File: src/rtl/ptgb_pkg.sv
`timescale 1ns / 1ps

package ptgb_pkg;

	localparam int SLOTS       = 8;
	localparam int SLOT_W      = (SLOTS > 1) ? $clog2(SLOTS) : 1;
	localparam int CNT_W       = $clog2(SLOTS + 1);

	localparam int ELAPSED_W   = 20;
	localparam int PERIOD_W    = 23;
	localparam int PERIOD_US_W = 33;
	localparam int ACC_W       = 40;
	localparam int USES_W      = 16;
	localparam int US_PER_MS   = 1000;

	localparam int QDEPTH      = 4;
	localparam int QPTR_W      = $clog2(QDEPTH);
	localparam int QLVL_W      = $clog2(QDEPTH + 1);

	localparam int S_TDATA_W   = 48;
	localparam int S_TUSER_W   = 3;
	localparam int M_TDATA_W   = 24;
	localparam int M_TUSER_W   = 2;

	typedef enum logic [S_TUSER_W-1:0] {
		ACT_TICK   = 3'd0,
		ACT_ADD    = 3'd1,
		ACT_REMOVE = 3'd2,
		ACT_RESET  = 3'd3,
		ACT_CLEAR  = 3'd4
	} action_t;

	typedef enum logic [M_TUSER_W-1:0] {
		RES_FIRED = 2'd0,
		RES_ADDED = 2'd1,
		RES_FULL  = 2'd2
	} result_kind_t;

	typedef struct packed {
		action_t                action;
		logic [ELAPSED_W-1:0]   elapsed;
		logic [PERIOD_W-1:0]    period;
		logic [PERIOD_US_W-1:0] period_us;
	} cmd_t;

endpackage

File: src/rtl/ptgb_front.sv
`timescale 1ns / 1ps

module ptgb_front import ptgb_pkg::*; (
	input  logic                 clk,
	input  logic                 arst_n,
	input  logic                 s_axis_tvalid,
	output logic                 s_axis_tready,
	input  logic [S_TDATA_W-1:0] s_axis_tdata,
	input  logic [S_TUSER_W-1:0] s_axis_tuser,
	output logic                 cmd_valid,
	input  logic                 cmd_ready,
	output cmd_t                 cmd
);

	logic                 valid_s1;
	logic                 known_s1;
	logic [S_TUSER_W-1:0] action_s1;
	logic [ELAPSED_W-1:0] elapsed_s1;
	logic [PERIOD_W-1:0]  period_s1;
	logic                 known;
	logic                 take;

	always_comb begin
		unique case (s_axis_tuser)
			ACT_TICK, ACT_ADD, ACT_REMOVE, ACT_RESET, ACT_CLEAR: known = 1'b1;
			default: known = 1'b0;
		endcase
	end

	// Items with an unused action are dropped here and never reach the queue.
	assign s_axis_tready = !valid_s1 || !known_s1 || cmd_ready;
	assign take          = s_axis_tvalid && s_axis_tready;

	always_ff @(posedge clk or negedge arst_n) begin
		if (!arst_n) begin
			valid_s1 <= 1'b0;
		end else if (s_axis_tready) begin
			valid_s1 <= s_axis_tvalid;
		end
	end

	always_ff @(posedge clk) begin
		if (take) begin
			known_s1   <= known;
			action_s1  <= s_axis_tuser;
			elapsed_s1 <= s_axis_tdata[ELAPSED_W-1:0];
			period_s1  <= s_axis_tdata[ELAPSED_W+PERIOD_W-1:ELAPSED_W];
		end
	end

	assign cmd_valid     = valid_s1 && known_s1;
	assign cmd.action    = action_t'(action_s1);
	assign cmd.elapsed   = elapsed_s1;
	assign cmd.period    = period_s1;
	assign cmd.period_us = PERIOD_US_W'(period_s1) * PERIOD_US_W'(US_PER_MS);

endmodule

File: src/rtl/ptgb_fifo.sv
`timescale 1ns / 1ps

module ptgb_fifo import ptgb_pkg::*; (
	input  logic clk,
	input  logic arst_n,
	input  logic push_valid,
	output logic push_ready,
	input  cmd_t push_data,
	output logic pop_valid,
	input  logic pop_ready,
	output cmd_t pop_data
);

	cmd_t              mem_q [QDEPTH];
	logic [QPTR_W-1:0] wr_ptr_q;
	logic [QPTR_W-1:0] rd_ptr_q;
	logic [QLVL_W-1:0] level_q;
	logic              do_push;
	logic              do_pop;

	assign push_ready = (level_q != QLVL_W'(QDEPTH));
	assign pop_valid  = (level_q != '0);
	assign do_push    = push_valid && push_ready;
	assign do_pop     = pop_valid && pop_ready;
	assign pop_data   = mem_q[rd_ptr_q];

	always_ff @(posedge clk or negedge arst_n) begin
		if (!arst_n) begin
			wr_ptr_q <= '0;
			rd_ptr_q <= '0;
			level_q  <= '0;
		end else begin
			if (do_push) begin
				wr_ptr_q <= wr_ptr_q + QPTR_W'(1);
			end
			if (do_pop) begin
				rd_ptr_q <= rd_ptr_q + QPTR_W'(1);
			end
			if (do_push && !do_pop) begin
				level_q <= level_q + QLVL_W'(1);
			end else if (do_pop && !do_push) begin
				level_q <= level_q - QLVL_W'(1);
			end
		end
	end

	always_ff @(posedge clk) begin
		if (do_push) begin
			mem_q[wr_ptr_q] <= push_data;
		end
	end

endmodule

File: src/rtl/ptgb_back.sv
`timescale 1ns / 1ps

module ptgb_back import ptgb_pkg::*; (
	input  logic                clk,
	input  logic                arst_n,
	input  logic                cmd_valid,
	output logic                cmd_ready,
	input  cmd_t                cmd,
	output logic                out_valid,
	input  logic                out_ready,
	output result_kind_t        out_kind,
	output logic [PERIOD_W-1:0] out_period,
	output logic                out_last,
	output logic [CNT_W-1:0]    slot_count
);

	typedef enum logic [1:0] {
		ST_IDLE,
		ST_TICK,
		ST_ADD,
		ST_REMOVE
	} state_t;

	state_t                 state_q, state_d;
	logic [CNT_W-1:0]       cnt_q, cnt_d;
	logic [CNT_W-1:0]       idx_q, idx_d;
	logic [CNT_W-1:0]       wr_q, wr_d;
	logic                   pend_valid_q, pend_valid_d;
	logic                   out_valid_q, out_valid_d;
	cmd_t                   cur_q;
	logic [PERIOD_W-1:0]    pend_period_q;
	result_kind_t           out_kind_q;
	logic [PERIOD_W-1:0]    out_period_q;
	logic                   out_last_q;

	logic [PERIOD_W-1:0]    slot_period_q    [SLOTS];
	logic [PERIOD_US_W-1:0] slot_period_us_q [SLOTS];
	logic [ACC_W-1:0]       slot_acc_q       [SLOTS];
	logic [USES_W-1:0]      slot_uses_q      [SLOTS];

	logic [SLOT_W-1:0]      rd_idx;
	logic [PERIOD_W-1:0]    rd_period;
	logic [PERIOD_US_W-1:0] rd_period_us;
	logic [ACC_W-1:0]       rd_acc;
	logic [USES_W-1:0]      rd_uses;

	logic [ACC_W:0]         sum;
	logic [ACC_W-1:0]       sat;
	logic [ACC_W-1:0]       per_us;
	logic                   fire;
	logic [USES_W-1:0]      new_uses;

	logic                   walk_end;
	logic                   out_free;
	logic                   out_load;
	result_kind_t           out_kind_n;
	logic [PERIOD_W-1:0]    out_period_n;
	logic                   out_last_n;
	logic                   pend_load;
	logic                   cur_load;
	logic                   acc_clear;
	logic                   slot_we;
	logic [SLOT_W-1:0]      slot_wa;
	logic [PERIOD_W-1:0]    w_period;
	logic [PERIOD_US_W-1:0] w_period_us;
	logic [ACC_W-1:0]       w_acc;
	logic [USES_W-1:0]      w_uses;

	assign rd_idx       = idx_q[SLOT_W-1:0];
	assign rd_period    = slot_period_q[rd_idx];
	assign rd_period_us = slot_period_us_q[rd_idx];
	assign rd_acc       = slot_acc_q[rd_idx];
	assign rd_uses      = slot_uses_q[rd_idx];

	assign sum    = {1'b0, rd_acc} + (ACC_W+1)'(cur_q.elapsed);
	assign sat    = sum[ACC_W] ? '1 : sum[ACC_W-1:0];
	assign per_us = ACC_W'(rd_period_us);
	assign fire   = (sat > per_us);

	assign new_uses = (rd_period == cur_q.period && rd_uses != '0) ?
		rd_uses - USES_W'(1) : rd_uses;

	assign walk_end  = (idx_q == cnt_q);
	assign out_free  = !out_valid_q || out_ready;
	assign cmd_ready = (state_q == ST_IDLE);

	always_comb begin
		state_d      = state_q;
		cnt_d        = cnt_q;
		idx_d        = idx_q;
		wr_d         = wr_q;
		pend_valid_d = pend_valid_q;
		out_load     = 1'b0;
		out_kind_n   = RES_FIRED;
		out_period_n = pend_period_q;
		out_last_n   = 1'b0;
		pend_load    = 1'b0;
		cur_load     = 1'b0;
		acc_clear    = 1'b0;
		slot_we      = 1'b0;
		slot_wa      = rd_idx;
		w_period     = rd_period;
		w_period_us  = rd_period_us;
		w_acc        = rd_acc;
		w_uses       = rd_uses;

		unique case (state_q)
			ST_IDLE: begin
				if (cmd_valid) begin
					cur_load = 1'b1;
					idx_d    = '0;
					wr_d     = '0;
					unique case (cmd.action)
						ACT_TICK:   state_d = ST_TICK;
						ACT_ADD:    state_d = ST_ADD;
						ACT_REMOVE: state_d = ST_REMOVE;
						ACT_RESET:  acc_clear = 1'b1;
						ACT_CLEAR:  cnt_d = '0;
						default:    ;
					endcase
				end
			end
			ST_TICK: begin
				// A fired result is held back until the next one fires or the walk ends, so the final one can carry last.
				if (walk_end) begin
					if (!pend_valid_q) begin
						state_d = ST_IDLE;
					end else if (out_free) begin
						out_load     = 1'b1;
						out_last_n   = 1'b1;
						pend_valid_d = 1'b0;
						state_d      = ST_IDLE;
					end
				end else if (!(fire && pend_valid_q && !out_free)) begin
					slot_we = 1'b1;
					w_acc   = fire ? sat - per_us : sat;
					if (fire) begin
						out_load     = pend_valid_q;
						pend_load    = 1'b1;
						pend_valid_d = 1'b1;
					end
					idx_d = idx_q + CNT_W'(1);
				end
			end
			ST_ADD: begin
				if (walk_end) begin
					if (out_free) begin
						out_load     = 1'b1;
						out_period_n = cur_q.period;
						out_last_n   = 1'b1;
						state_d      = ST_IDLE;
						if (cnt_q == CNT_W'(SLOTS)) begin
							out_kind_n = RES_FULL;
						end else begin
							out_kind_n  = RES_ADDED;
							slot_we     = 1'b1;
							slot_wa     = cnt_q[SLOT_W-1:0];
							w_period    = cur_q.period;
							w_period_us = cur_q.period_us;
							w_acc       = '0;
							w_uses      = USES_W'(1);
							cnt_d       = cnt_q + CNT_W'(1);
						end
					end
				end else if (rd_period == cur_q.period) begin
					if (out_free) begin
						out_load     = 1'b1;
						out_kind_n   = RES_ADDED;
						out_period_n = cur_q.period;
						out_last_n   = 1'b1;
						slot_we      = 1'b1;
						w_uses       = (rd_uses == '1) ? rd_uses : rd_uses + USES_W'(1);
						state_d      = ST_IDLE;
					end
				end else begin
					idx_d = idx_q + CNT_W'(1);
				end
			end
			ST_REMOVE: begin
				// Decrement and compaction share one pass: live slots move down to wr_q.
				if (walk_end) begin
					cnt_d   = wr_q;
					state_d = ST_IDLE;
				end else begin
					if (new_uses != '0) begin
						slot_we = 1'b1;
						slot_wa = wr_q[SLOT_W-1:0];
						w_uses  = new_uses;
						wr_d    = wr_q + CNT_W'(1);
					end
					idx_d = idx_q + CNT_W'(1);
				end
			end
			default: state_d = ST_IDLE;
		endcase

		out_valid_d = out_load || (out_valid_q && !out_ready);
	end

	always_ff @(posedge clk or negedge arst_n) begin
		if (!arst_n) begin
			state_q      <= ST_IDLE;
			cnt_q        <= '0;
			idx_q        <= '0;
			wr_q         <= '0;
			pend_valid_q <= 1'b0;
			out_valid_q  <= 1'b0;
		end else begin
			state_q      <= state_d;
			cnt_q        <= cnt_d;
			idx_q        <= idx_d;
			wr_q         <= wr_d;
			pend_valid_q <= pend_valid_d;
			out_valid_q  <= out_valid_d;
		end
	end

	always_ff @(posedge clk) begin
		if (cur_load) begin
			cur_q <= cmd;
		end
		if (pend_load) begin
			pend_period_q <= rd_period;
		end
		if (out_load) begin
			out_kind_q   <= out_kind_n;
			out_period_q <= out_period_n;
			out_last_q   <= out_last_n;
		end
		for (int i = 0; i < SLOTS; i++) begin
			if (acc_clear) begin
				slot_acc_q[i] <= '0;
			end
		end
		if (slot_we) begin
			slot_period_q[slot_wa]    <= w_period;
			slot_period_us_q[slot_wa] <= w_period_us;
			slot_acc_q[slot_wa]       <= w_acc;
			slot_uses_q[slot_wa]      <= w_uses;
		end
	end

	assign out_valid  = out_valid_q;
	assign out_kind   = out_kind_q;
	assign out_period = out_period_q;
	assign out_last   = out_last_q;
	assign slot_count = cnt_q;

endmodule

File: src/rtl/periodic_tick_generator_bank.sv
`timescale 1ns / 1ps

// Bank of up to SLOTS periodic tick channels. A front stage takes one item per cycle into a
// four-entry command queue while the queue has room, and a back stage carries out one command
// at a time by walking the channel table one slot per cycle unless the walk stalls. A tick or
// a remove walks all live channels, an add walks them up to a matching period, and a reset
// or a clear needs no walk. Results leave through an output register, and the walk stalls
// only when a new result meets an unclaimed one. A tick emits one item per fired channel in
// table order with tlast on the final one and nothing if none fires; an add always emits one
// item with tlast set. Remove, reset, clear and unused actions emit nothing.
module periodic_tick_generator_bank import ptgb_pkg::*; (
	input  logic                 clk,
	input  logic                 arst_n,
	input  logic                 s_axis_tvalid,
	output logic                 s_axis_tready,
	input  logic [S_TDATA_W-1:0] s_axis_tdata,  // elapsed_us, period_ms, zero fill
	input  logic [S_TUSER_W-1:0] s_axis_tuser,  // action
	output logic                 m_axis_tvalid,
	input  logic                 m_axis_tready,
	output logic [M_TDATA_W-1:0] m_axis_tdata,  // period_out, zero fill
	output logic [M_TUSER_W-1:0] m_axis_tuser,  // result_kind
	output logic                 m_axis_tlast
);

	logic                q_push_valid;
	logic                q_push_ready;
	cmd_t                q_push;
	logic                q_pop_valid;
	logic                q_pop_ready;
	cmd_t                q_pop;
	result_kind_t        out_kind;
	logic [PERIOD_W-1:0] out_period;
	logic [CNT_W-1:0]    slot_count;

	ptgb_front u_front (
		.clk           (clk),
		.arst_n        (arst_n),
		.s_axis_tvalid (s_axis_tvalid),
		.s_axis_tready (s_axis_tready),
		.s_axis_tdata  (s_axis_tdata),
		.s_axis_tuser  (s_axis_tuser),
		.cmd_valid     (q_push_valid),
		.cmd_ready     (q_push_ready),
		.cmd           (q_push)
	);

	ptgb_fifo u_fifo (
		.clk        (clk),
		.arst_n     (arst_n),
		.push_valid (q_push_valid),
		.push_ready (q_push_ready),
		.push_data  (q_push),
		.pop_valid  (q_pop_valid),
		.pop_ready  (q_pop_ready),
		.pop_data   (q_pop)
	);

	ptgb_back u_back (
		.clk        (clk),
		.arst_n     (arst_n),
		.cmd_valid  (q_pop_valid),
		.cmd_ready  (q_pop_ready),
		.cmd        (q_pop),
		.out_valid  (m_axis_tvalid),
		.out_ready  (m_axis_tready),
		.out_kind   (out_kind),
		.out_period (out_period),
		.out_last   (m_axis_tlast),
		.slot_count (slot_count)
	);

	assign m_axis_tuser = out_kind;
	assign m_axis_tdata = {{(M_TDATA_W - PERIOD_W){1'b0}}, out_period};

`ifndef SYNTH
	a_count_range: assert property (@(posedge clk) disable iff (!arst_n)
		slot_count <= CNT_W'(SLOTS))
		else $error("channel count above table size");

	a_count_step: assert property (@(posedge clk) disable iff (!arst_n)
		1'b1 |=> (int'(slot_count) <= int'($past(slot_count)) + 1))
		else $error("channel count grew by more than one");

	a_clear_empties: assert property (@(posedge clk) disable iff (!arst_n)
		(q_pop_valid && q_pop_ready && q_pop.action == ACT_CLEAR) |=> (slot_count == '0))
		else $error("clear left channels in the table");

	a_add_is_last: assert property (@(posedge clk) disable iff (!arst_n)
		(m_axis_tvalid && m_axis_tuser != RES_FIRED) |-> m_axis_tlast)
		else $error("add answer without last");
`endif

endmodule
File: config.mk
export PLATFORM = sky130hd
export DESIGN_NAME = periodic_tick_generator_bank
export DESIGN_NICKNAME = d
export VERILOG_FILES = /design/src/rtl/ptgb_pkg.sv /design/src/rtl/ptgb_front.sv /design/src/rtl/ptgb_fifo.sv /design/src/rtl/ptgb_back.sv /design/src/rtl/periodic_tick_generator_bank.sv
export SDC_FILE = /design/constraint.sdc
export NUM_CORES = 2
export LEC_CHECK = 0
export ABC_AREA = 1
export CORE_MARGIN = 1
export CORE_UTILIZATION = 40
export CTS_BUF_LIST = sky130_fd_sc_hd__clkbuf_8
export DETAILED_ROUTE_END_ITERATION = 6
export DONT_BUFFER_PORTS = 1
export SLEW_MARGIN = 20
export SYNTH_ARGS = -nofsm -noshare
export SYNTH_HDL_FRONTEND = slang
export SYNTH_SLANG_ARGS = --single-unit
export TNS_END_PERCENT = 20
File: constraint.sdc
create_clock -name clk -period 10.95 [get_ports clk]
set_input_delay 0.5475 -clock clk [delete_from_list [all_inputs] [get_ports clk]]
set_output_delay 0.5475 -clock clk [all_outputs]
set_load 0.02 [all_outputs]
* Word level (Yosys, flattened, before mapping)
Memories as Yosys holds them, arrays and structs flattened.
Cells that the tools add are included.
** Cells by class
- Eq/ne operators :: 32
- Reductions and logical operators :: 38
- $lt $le $gt $ge :: 1
- $mul :: 1
- Add/sub/neg operators :: 11
- Muxes and demuxes :: 111
** Operator list (number)
- 40-bit 2-to-1 mux :: 8
- 23-bit 2-to-1 mux :: 8
- 16-bit 2-to-1 mux :: 9
- 33-bit 2-to-1 mux :: 4
- 40-bit case mux with 2 select lines :: 1
- 4-bit 2-to-1 mux :: 14
- 40-bit by 20-bit adder with 41-bit output :: 1
- 40-bit by 33-bit greater-than comparator with 1-bit output :: 1
- 40-bit OR reduction :: 1
- 40-bit by 33-bit subtractor with 40-bit output :: 1
- 1-bit 2-to-1 mux :: 38
- 16-bit case mux with 2 select lines :: 1
- 16-bit nonzero test :: 2
- 23-bit by 7-bit multiplier with 30-bit output, second input constant :: 1
- 3-bit 2-to-1 mux :: 8
- 23-bit == test :: 1
- 2-bit 2-to-1 mux :: 11
- 16-bit by 1-bit adder with 16-bit output, second input constant :: 1
- 16-bit == test, second input constant :: 1
- 2-bit by 1-bit inequality test with 1-bit output, second input constant :: 8
- 4-bit case mux with 4 select lines :: 1
- 16-bit by 1-bit subtractor with 16-bit output, second input constant :: 1
- 4-bit by 1-bit adder with 4-bit output, second input constant :: 3
- 3-bit by 2-bit == test with 1-bit output, second input constant :: 4
- 33 further kinds :: 65
** Storage, ports and cells
- Bits of input ports :: 55
- Memories kept :: 5
- Memory bits (writable) :: 1200
- Output and inout port bits :: 29
- Flip-flop bits (word level) :: 196
** Memories
- u_back.slot_acc_q :: words 8, width 40, rd ports 1, clocked after Yosys merged registers in 0, wr ports 8, line ptgb_back.sv:38 : logic [ACC_W-1:0] slot_acc_q [SLOTS];
- u_fifo.mem_q :: words 4, width 76, rd ports 1, clocked after Yosys merged registers in 0, wr ports 1, line ptgb_fifo.sv:14 : cmd_t mem_q [QDEPTH];
- u_back.slot_period_us_q :: words 8, width 33, rd ports 1, clocked after Yosys merged registers in 0, wr ports 1, line ptgb_back.sv:37 : logic [PERIOD_US_W-1:0] slot_period_us_q [SLOTS];
- u_back.slot_period_q :: words 8, width 23, rd ports 1, clocked after Yosys merged registers in 0, wr ports 1, line ptgb_back.sv:36 : logic [PERIOD_W-1:0] slot_period_q [SLOTS];
- u_back.slot_uses_q :: words 8, width 16, rd ports 1, clocked after Yosys merged registers in 0, wr ports 1, line ptgb_back.sv:39 : logic [USES_W-1:0] slot_uses_q [SLOTS];

* Longest topological paths before layout
An unclocked memory read counts as a cell.
- Word-level depth :: 13
- Depth in mapped cells :: 45
- Gate-level depth less buffers :: 37

* Modules after synthesis
Synthesis repeated with hierarchy kept, for this count alone.
** Second synthesis, totals
- Cell total of the unflattened synthesis :: 6882
- Area, all modules :: 69560.5 µm²
** Modules (own cells, without submodules)
- ptgb_back :: area each 50277.0 µm², instances 1, cells each 5218
- ptgb_fifo :: area each 13314.0 µm², instances 1, cells each 981
- ptgb_front :: area each 5958.2 µm², instances 1, cells each 681
- periodic_tick_generator_bank :: area each 11.3 µm², instances 1, cells each 2

* Worst setup path after synthesis
Ideal clock, no wire load.
- Path type :: register to register
- From :: reg u_back.idx_q[0]
- To :: mem u_back.slot_period_q[3][0], enable pin
- Stages on the path, launching flop included :: 45
- Library setup time :: 503 ps
- Data arrival time :: 9543 ps
- Period minus slack after synthesis :: 10046 ps
- Required time :: 10447 ps
- Path slack :: 904 ps
- Cell sequence :: dfrtp_1 -> buf_6 -> buf_4 -> buf_4 -> buf_6 -> buf_4 -> clkbuf_1 -> clkbuf_1 -> buf_1 -> nor2_1 -> o22ai_1 -> nor2_1 -> a31oi_1 -> ha_1 -> fa_1 -> inv_1 -> nor2_1 -> or2_2 -> [... 9 more ...] -> nand2_1 -> a21oi_1 -> o21ai_0 -> nand3_1 -> o211ai_1 -> nand2_1 -> o2111ai_1 -> nand3_1 -> nand3_2 -> nand3_2 -> nand3_1 -> nand3_1 -> nand2_1 -> inv_2 -> nand3_4 -> buf_6 -> buf_6 -> nor2_1
** Between the ends
- Longest elaborated chain between the ends :: 11
- Elaborated cells between the ends (all ways) :: 31
- Those cells by class :: 2 x add/sub; 1 x order compare; 2 x eq/ne; 17 x mux; 5 x reduce/logical; 4 x memory
** RTL lines
- start, declared :: line ptgb_back.sv:26 : logic [CNT_W-1:0] idx_q, idx_d;
- start signal, assigned :: line ptgb_back.sv:211 : idx_q <= idx_d;
- memory read 8 x 40 bit
- 40-bit by 20-bit adder with 41-bit output :: line ptgb_back.sv:75 : assign sum = {1'b0, rd_acc} + (ACC_W+1)'(cur_q.elapsed);
- 40-bit 2-to-1 mux :: line ptgb_back.sv:76 : assign sat = sum[ACC_W] ? '1 : sum[ACC_W-1:0];
- 40-bit by 33-bit greater-than comparator with 1-bit output :: line ptgb_back.sv:78 : assign fire = (sat > per_us);
- 1-bit logical AND (2 in series) :: line ptgb_back.sv:134 : end else if (!(fire && pend_valid_q && !out_free)) begin
- 1-bit 2-to-1 mux :: line ptgb_back.sv:134
- 1-bit 2-to-1 mux :: line ptgb_back.sv:125 : if (walk_end) begin
- 1-bit case mux with 3 select lines :: line ptgb_back.sv:107 : unique case (state_q)
- 1-bit 2-to-1 mux :: line ptgb_back.sv:235 : if (slot_we) begin
- 1-bit 2-to-1 mux (implied by the code) :: line ptgb_back.sv:236 : slot_period_q[slot_wa] <= w_period;
- end, declared :: line ptgb_back.sv:36
Several ways; a longest one is shown, not always the timed one.

* Final worst setup path
- From :: reg u_back.idx_q[1]
- To :: mem u_back.slot_uses_q[3][4], enable pin
** Between the ends
- Longest elaborated chain between the ends :: 11
- Elaborated cells between the ends (all ways) :: 31
- Those cells by class :: 2 x add/sub; 1 x order compare; 2 x eq/ne; 17 x mux; 5 x reduce/logical; 4 x memory
** RTL lines
- memory read 8 x 40 bit
- 40-bit by 20-bit adder with 41-bit output :: line ptgb_back.sv:75
- 40-bit 2-to-1 mux :: line ptgb_back.sv:76
- 40-bit by 33-bit greater-than comparator with 1-bit output :: line ptgb_back.sv:78
- 1-bit logical AND (2 in series) :: line ptgb_back.sv:134
- 1-bit 2-to-1 mux :: line ptgb_back.sv:134
- 1-bit 2-to-1 mux :: line ptgb_back.sv:125
- 1-bit case mux with 3 select lines :: line ptgb_back.sv:107
- 1-bit 2-to-1 mux :: line ptgb_back.sv:235
- 1-bit 2-to-1 mux (implied by the code) :: line ptgb_back.sv:239 : slot_uses_q[slot_wa] <= w_uses;
- end, declared :: line ptgb_back.sv:39
Several ways; a longest one is shown, not always the timed one.

==> impl_metrics.xml <==
<?xml version="1.0" encoding="UTF-8"?>
<metrics>
  <group name="grt">
    <metric name="grt_start_max_net_pins" unit="">203</metric>
    <metric name="antenna_found_initial" unit="">3</metric>
    <metric name="grt-ovfl-total" unit="">0</metric>
    <metric name="grtUsageTotal" unit="">0.210</metric>
    <metric name="grt_pass1_vias" unit="">46800</metric>
    <metric name="grt_pass1_wl" unit="mm">281</metric>
  </group>
  <group name="cts">
    <metric name="htree_levels" unit="">4</metric>
    <metric name="cts_resized" unit="">0</metric>
    <metric name="cts_root_buf" unit="">sky130_fd_sc_hd__clkbuf_8</metric>
    <metric name="post_cts.repair.setup_buffers" unit="">0</metric>
    <metric name="cts_hold_buffers" unit="">50</metric>
    <metric name="clock_sink_count" unit="">1383</metric>
    <metric name="clock_tree.buffer_depth" unit="">3</metric>
    <metric name="cts_tree" unit="">done</metric>
    <metric name="clock_insertion_delay_worst_skew" unit="ns">0.97</metric>
    <metric name="total_clock_buffers_created_by_cts" unit="">218</metric>
    <metric name="clkTransAtPathRegs" unit="ns">0.06</metric>
  </group>
  <group name="placed_design">
    <metric name="routabilityCongestion" unit="">0.934</metric>
    <metric name="hpwl" unit="mm">109</metric>
    <metric name="io_buffer_count" unit="">0</metric>
  </group>
  <group name="setup_path">
    <metric name="cp_slowest_cell" unit="">sky130_fd_sc_hd__dfrtp_4</metric>
    <metric name="reg_to_reg_slack_setup" unit="ns">1.97</metric>
    <metric name="r2r_end" unit="">u_back.slot_uses_q[3][4]$_DFFE_PP_</metric>
    <metric name="critical_path_required" unit="ns">11.57</metric>
    <metric name="rr_startpoint" unit="">u_back.idx_q[1]$_DFFE_PN0P_</metric>
    <metric name="worst_setup_path_start_kind" unit="">register</metric>
    <metric name="worst_ep_arrival_time" unit="ns">9.60</metric>
    <metric name="critPathCaptureType" unit="">register</metric>
    <metric name="crit_path_max_incr_delay" unit="ns">0.73</metric>
    <metric name="worstRegToRegCells" unit="">33</metric>
    <metric name="crit_buf_inv" unit="">8</metric>
    <metric name="worst-setup-path-type" unit="">register to register</metric>
    <metric name="critPathMaxFanout" unit="">87</metric>
    <metric name="cpMostUsedCell" unit="">sky130_fd_sc_hd__nand2_1</metric>
    <metric name="critPathTopFamily" unit="">simple AND/OR/NAND/NOR gates</metric>
  </group>
  <group name="synthesis">
    <metric name="ys_seq_area_frac" unit="">0.600</metric>
    <metric name="mappedNetlistNets" unit="">7030</metric>
    <metric name="synth_flop_cell" unit="">sky130_fd_sc_hd__edfxtp_1</metric>
    <metric name="synth_largest_area_cell" unit="">sky130_fd_sc_hd__edfxtp_1</metric>
    <metric name="asyncSetResetFlopFracSynth" unit="">0.0174</metric>
    <metric name="yosys_warnings" unit="">0</metric>
    <metric name="post_synth.cell_area_avg" unit="µm²">10.2</metric>
    <metric name="synth-edff-count" unit="">1359</metric>
    <metric name="post_synth_inst_count" unit="">6754</metric>
    <metric name="yosys.cell_count.top_type" unit="">sky130_fd_sc_hd__nand2_1</metric>
    <metric name="synth.distinct_cells" unit="">61</metric>
    <metric name="synth-seq-cells" unit="">1383</metric>
    <metric name="synth.area.top_cells" unit="">sky130_fd_sc_hd__edfxtp_1 (59%), sky130_fd_sc_hd__nand2_1 (7.9%), sky130_fd_sc_hd__nor2_1 (4.2%), sky130_fd_sc_hd__o21ai_0 (4.0%), sky130_fd_sc_hd__inv_1 (4.0%)</metric>
    <metric name="share_of_yosys_cell_area_claimed_by_the_top_area_cell_type" unit="">0.591</metric>
    <metric name="synth_top_cells_by_count" unit="">sky130_fd_sc_hd__nand2_1 (1457), sky130_fd_sc_hd__edfxtp_1 (1359), sky130_fd_sc_hd__nor2_1 (774)</metric>
    <metric name="synth.cell_area" unit="mm²">0.0691</metric>
  </group>
  <group name="sta">
    <metric name="final_setup_violation_count" unit="">0</metric>
    <metric name="report.final.hold_viol_count" unit="">0</metric>
    <metric name="min_period" unit="ns">8.98</metric>
    <metric name="fin_setup_tns" unit="ns">0</metric>
    <metric name="rsz0062_at_grt" unit="">no</metric>
    <metric name="skew" unit="ns">0.0519</metric>
    <metric name="finalCritPeriodShare" unit="">0.820</metric>
    <metric name="tightest_slew" unit="ns">1.02</metric>
    <metric name="achievable-frequency" unit="MHz">111</metric>
    <metric name="slew_viol_final" unit="">0</metric>
    <metric name="relSlewSlack" unit="">0.319</metric>
  </group>
  <group name="routing">
    <metric name="total_iterations_of_the_first_detailed_routing_run" unit="">6</metric>
    <metric name="drt_iter0_markers" unit="">4197</metric>
    <metric name="wl" unit="mm">185</metric>
    <metric name="detail-route-antenna-nets" unit="">0</metric>
    <metric name="viasPerCell" unit="">5.19</metric>
    <metric name="post_drt_wl_per_cell" unit="µm">19.9</metric>
    <metric name="dr_total_vias" unit="">48100</metric>
    <metric name="route.detailed.drc" unit="">0</metric>
  </group>
  <group name="cells_and_area">
    <metric name="area_growth_syn_to_layout" unit="%">10.2</metric>
    <metric name="fillers" unit="">16200</metric>
    <metric name="final_net_count" unit="">7061</metric>
    <metric name="final_layout_size_suffix_gt1_frac" unit="">0.0947</metric>
  </group>
  <group name="worst_hold_path">
    <metric name="min_path_type" unit="">primary input to asynchronous set/reset pin</metric>
  </group>
  <group name="floorplan">
    <metric name="dieHeight" unit="µm">418</metric>
    <metric name="die-width" unit="µm">418</metric>
    <metric name="core_area" unit="mm²">0.172</metric>
    <metric name="floorplan_die_area" unit="mm²">0.174</metric>
    <metric name="rows" unit="">152</metric>
    <metric name="start_util" unit="">0.403</metric>
    <metric name="ios" unit="">84</metric>
  </group>
  <group name="status">
    <metric name="status" unit="">complete, no violations</metric>
  </group>
  <group name="job">
    <metric name="timing.max_cap.violations" unit="">0</metric>
  </group>
</metrics>
[layout by cell type, fill, tap and decap left out, types with 49 or more instances in the layout]
cell type	synthesis	layout
sky130_fd_sc_hd__nand2_1	1457	1450
sky130_fd_sc_hd__edfxtp_1	1359	1359
sky130_fd_sc_hd__inv_1	729	789
sky130_fd_sc_hd__nor2_1	774	760
sky130_fd_sc_hd__o21ai_0	557	551
sky130_fd_sc_hd__nand3_1	389	389
sky130_fd_sc_hd__clkbuf_8	0	221
sky130_fd_sc_hd__o22ai_1	166	166
sky130_fd_sc_hd__nor3_2	155	155
sky130_fd_sc_hd__ha_1	136	135
sky130_fd_sc_hd__a21oi_1	111	111
sky130_fd_sc_hd__nor3_1	104	104
sky130_fd_sc_hd__fa_1	85	85
sky130_fd_sc_hd__buf_4	31	78
sky130_fd_sc_hd__clkinv_1	5	72
sky130_fd_sc_hd__xor2_1	71	71
sky130_fd_sc_hd__dlygate4sd3_1	0	49
[registers in the layout (all words and copies together) (netlist names), 4 cells and up]
signal / count
u_front.elapsed_s1: 20
u_back.slot_period_us_q: 264
u_back.pend_period_q: 23
u_back.slot_count: 4
u_back.slot_uses_q: 128
u_back.cur_q: 71
u_front.period_s1: 23
u_back.slot_acc_q: 320
u_back.slot_period_q: 184
u_back.idx_q: 4
u_back.wr_q: 4
u_back.out_period: 23
u_fifo.mem_q: 296
[cell type report]
cell class	count	area, µm²	area share
Timing Repair Buffer	153	1600	0.0210
Inverter	746	2830	0.0372
Multi-Input combinational cell	4283	23200	0.305
Antenna cell	1	2.50	0.0000329
Tap cell	2310	2890	0.0380
Clock buffer	221	3040	0.0400
Clock inverter	181	1100	0.0144
Sequential cell	1383	41400	0.544
[cell families (layout without fill, tap and decap cells)]
family	count (synthesis)	in the layout	synth area share
mux	4	4	0.000652
simple gates	2972	2972	0.189
xor+xnor	108	108	0.0137
flops	1383	1383	0.600
compound gates	977	977	0.0806
buf+inv	1088	1301	0.0671
other cells	1	2	0.0000543
fa+ha+maj	221	221	0.0493
[how the worst max path moves through the flow]
stage               depth (start not counted)  slack, ns                        start                               endpoint
global route                               32       1.40  u_back.idx_q[1]$_DFFE_PN0P_    u_back.slot_uses_q[3][13]$_DFFE_PP_
floorplan                                  44       0.90  u_back.idx_q[0]$_DFFE_PN0P_   u_back.slot_period_q[3][0]$_DFFE_PP_
detailed placement                         36       2.09  u_back.idx_q[1]$_DFFE_PN0P_  u_back.slot_acc_q[1][9]$_SDFFCE_PN0P_
CTS                                        36       2.07  u_back.idx_q[1]$_DFFE_PN0P_  u_back.slot_acc_q[1][9]$_SDFFCE_PN0P_
global placement                           36       2.13  u_back.idx_q[1]$_DFFE_PN0P_  u_back.slot_acc_q[1][9]$_SDFFCE_PN0P_
finish                                     33       1.97  u_back.idx_q[1]$_DFFE_PN0P_     u_back.slot_uses_q[3][4]$_DFFE_PP_
[per-stage QoR]
stage	instance area, µm²	std cells	setup slack [ns]	hold slack [ns]	utilization
4_1_cts	76100	9277	2.07	0.0535	0.444
3_5_place_dp	71500	8825	2.09	0.253	0.417
3_3_place_gp	71500	8825	2.13	0.253	0.417
5_1_grt	76100	9278	1.40	0.101	0.444
6_report	76100	9278	1.97	0.156	0.444
2_1_floorplan	69100	6754	0.904	0.252	-
[layer usage]
layer | up-vias | track usage | wire, µm
li1 | 23000 | - | -
met1 | 23500 | 0.283 | 81400
met2 | 1327 | 0.350 | 88200
met3 | 277 | 0.0321 | 10700
met4 | 0 | 0.0644 | 4430
met5 | - | 0 | 0
Power is left out: the tool's default activity adds up to more than one toggle a clock period on the data nets, which glitch-free logic cannot reach.
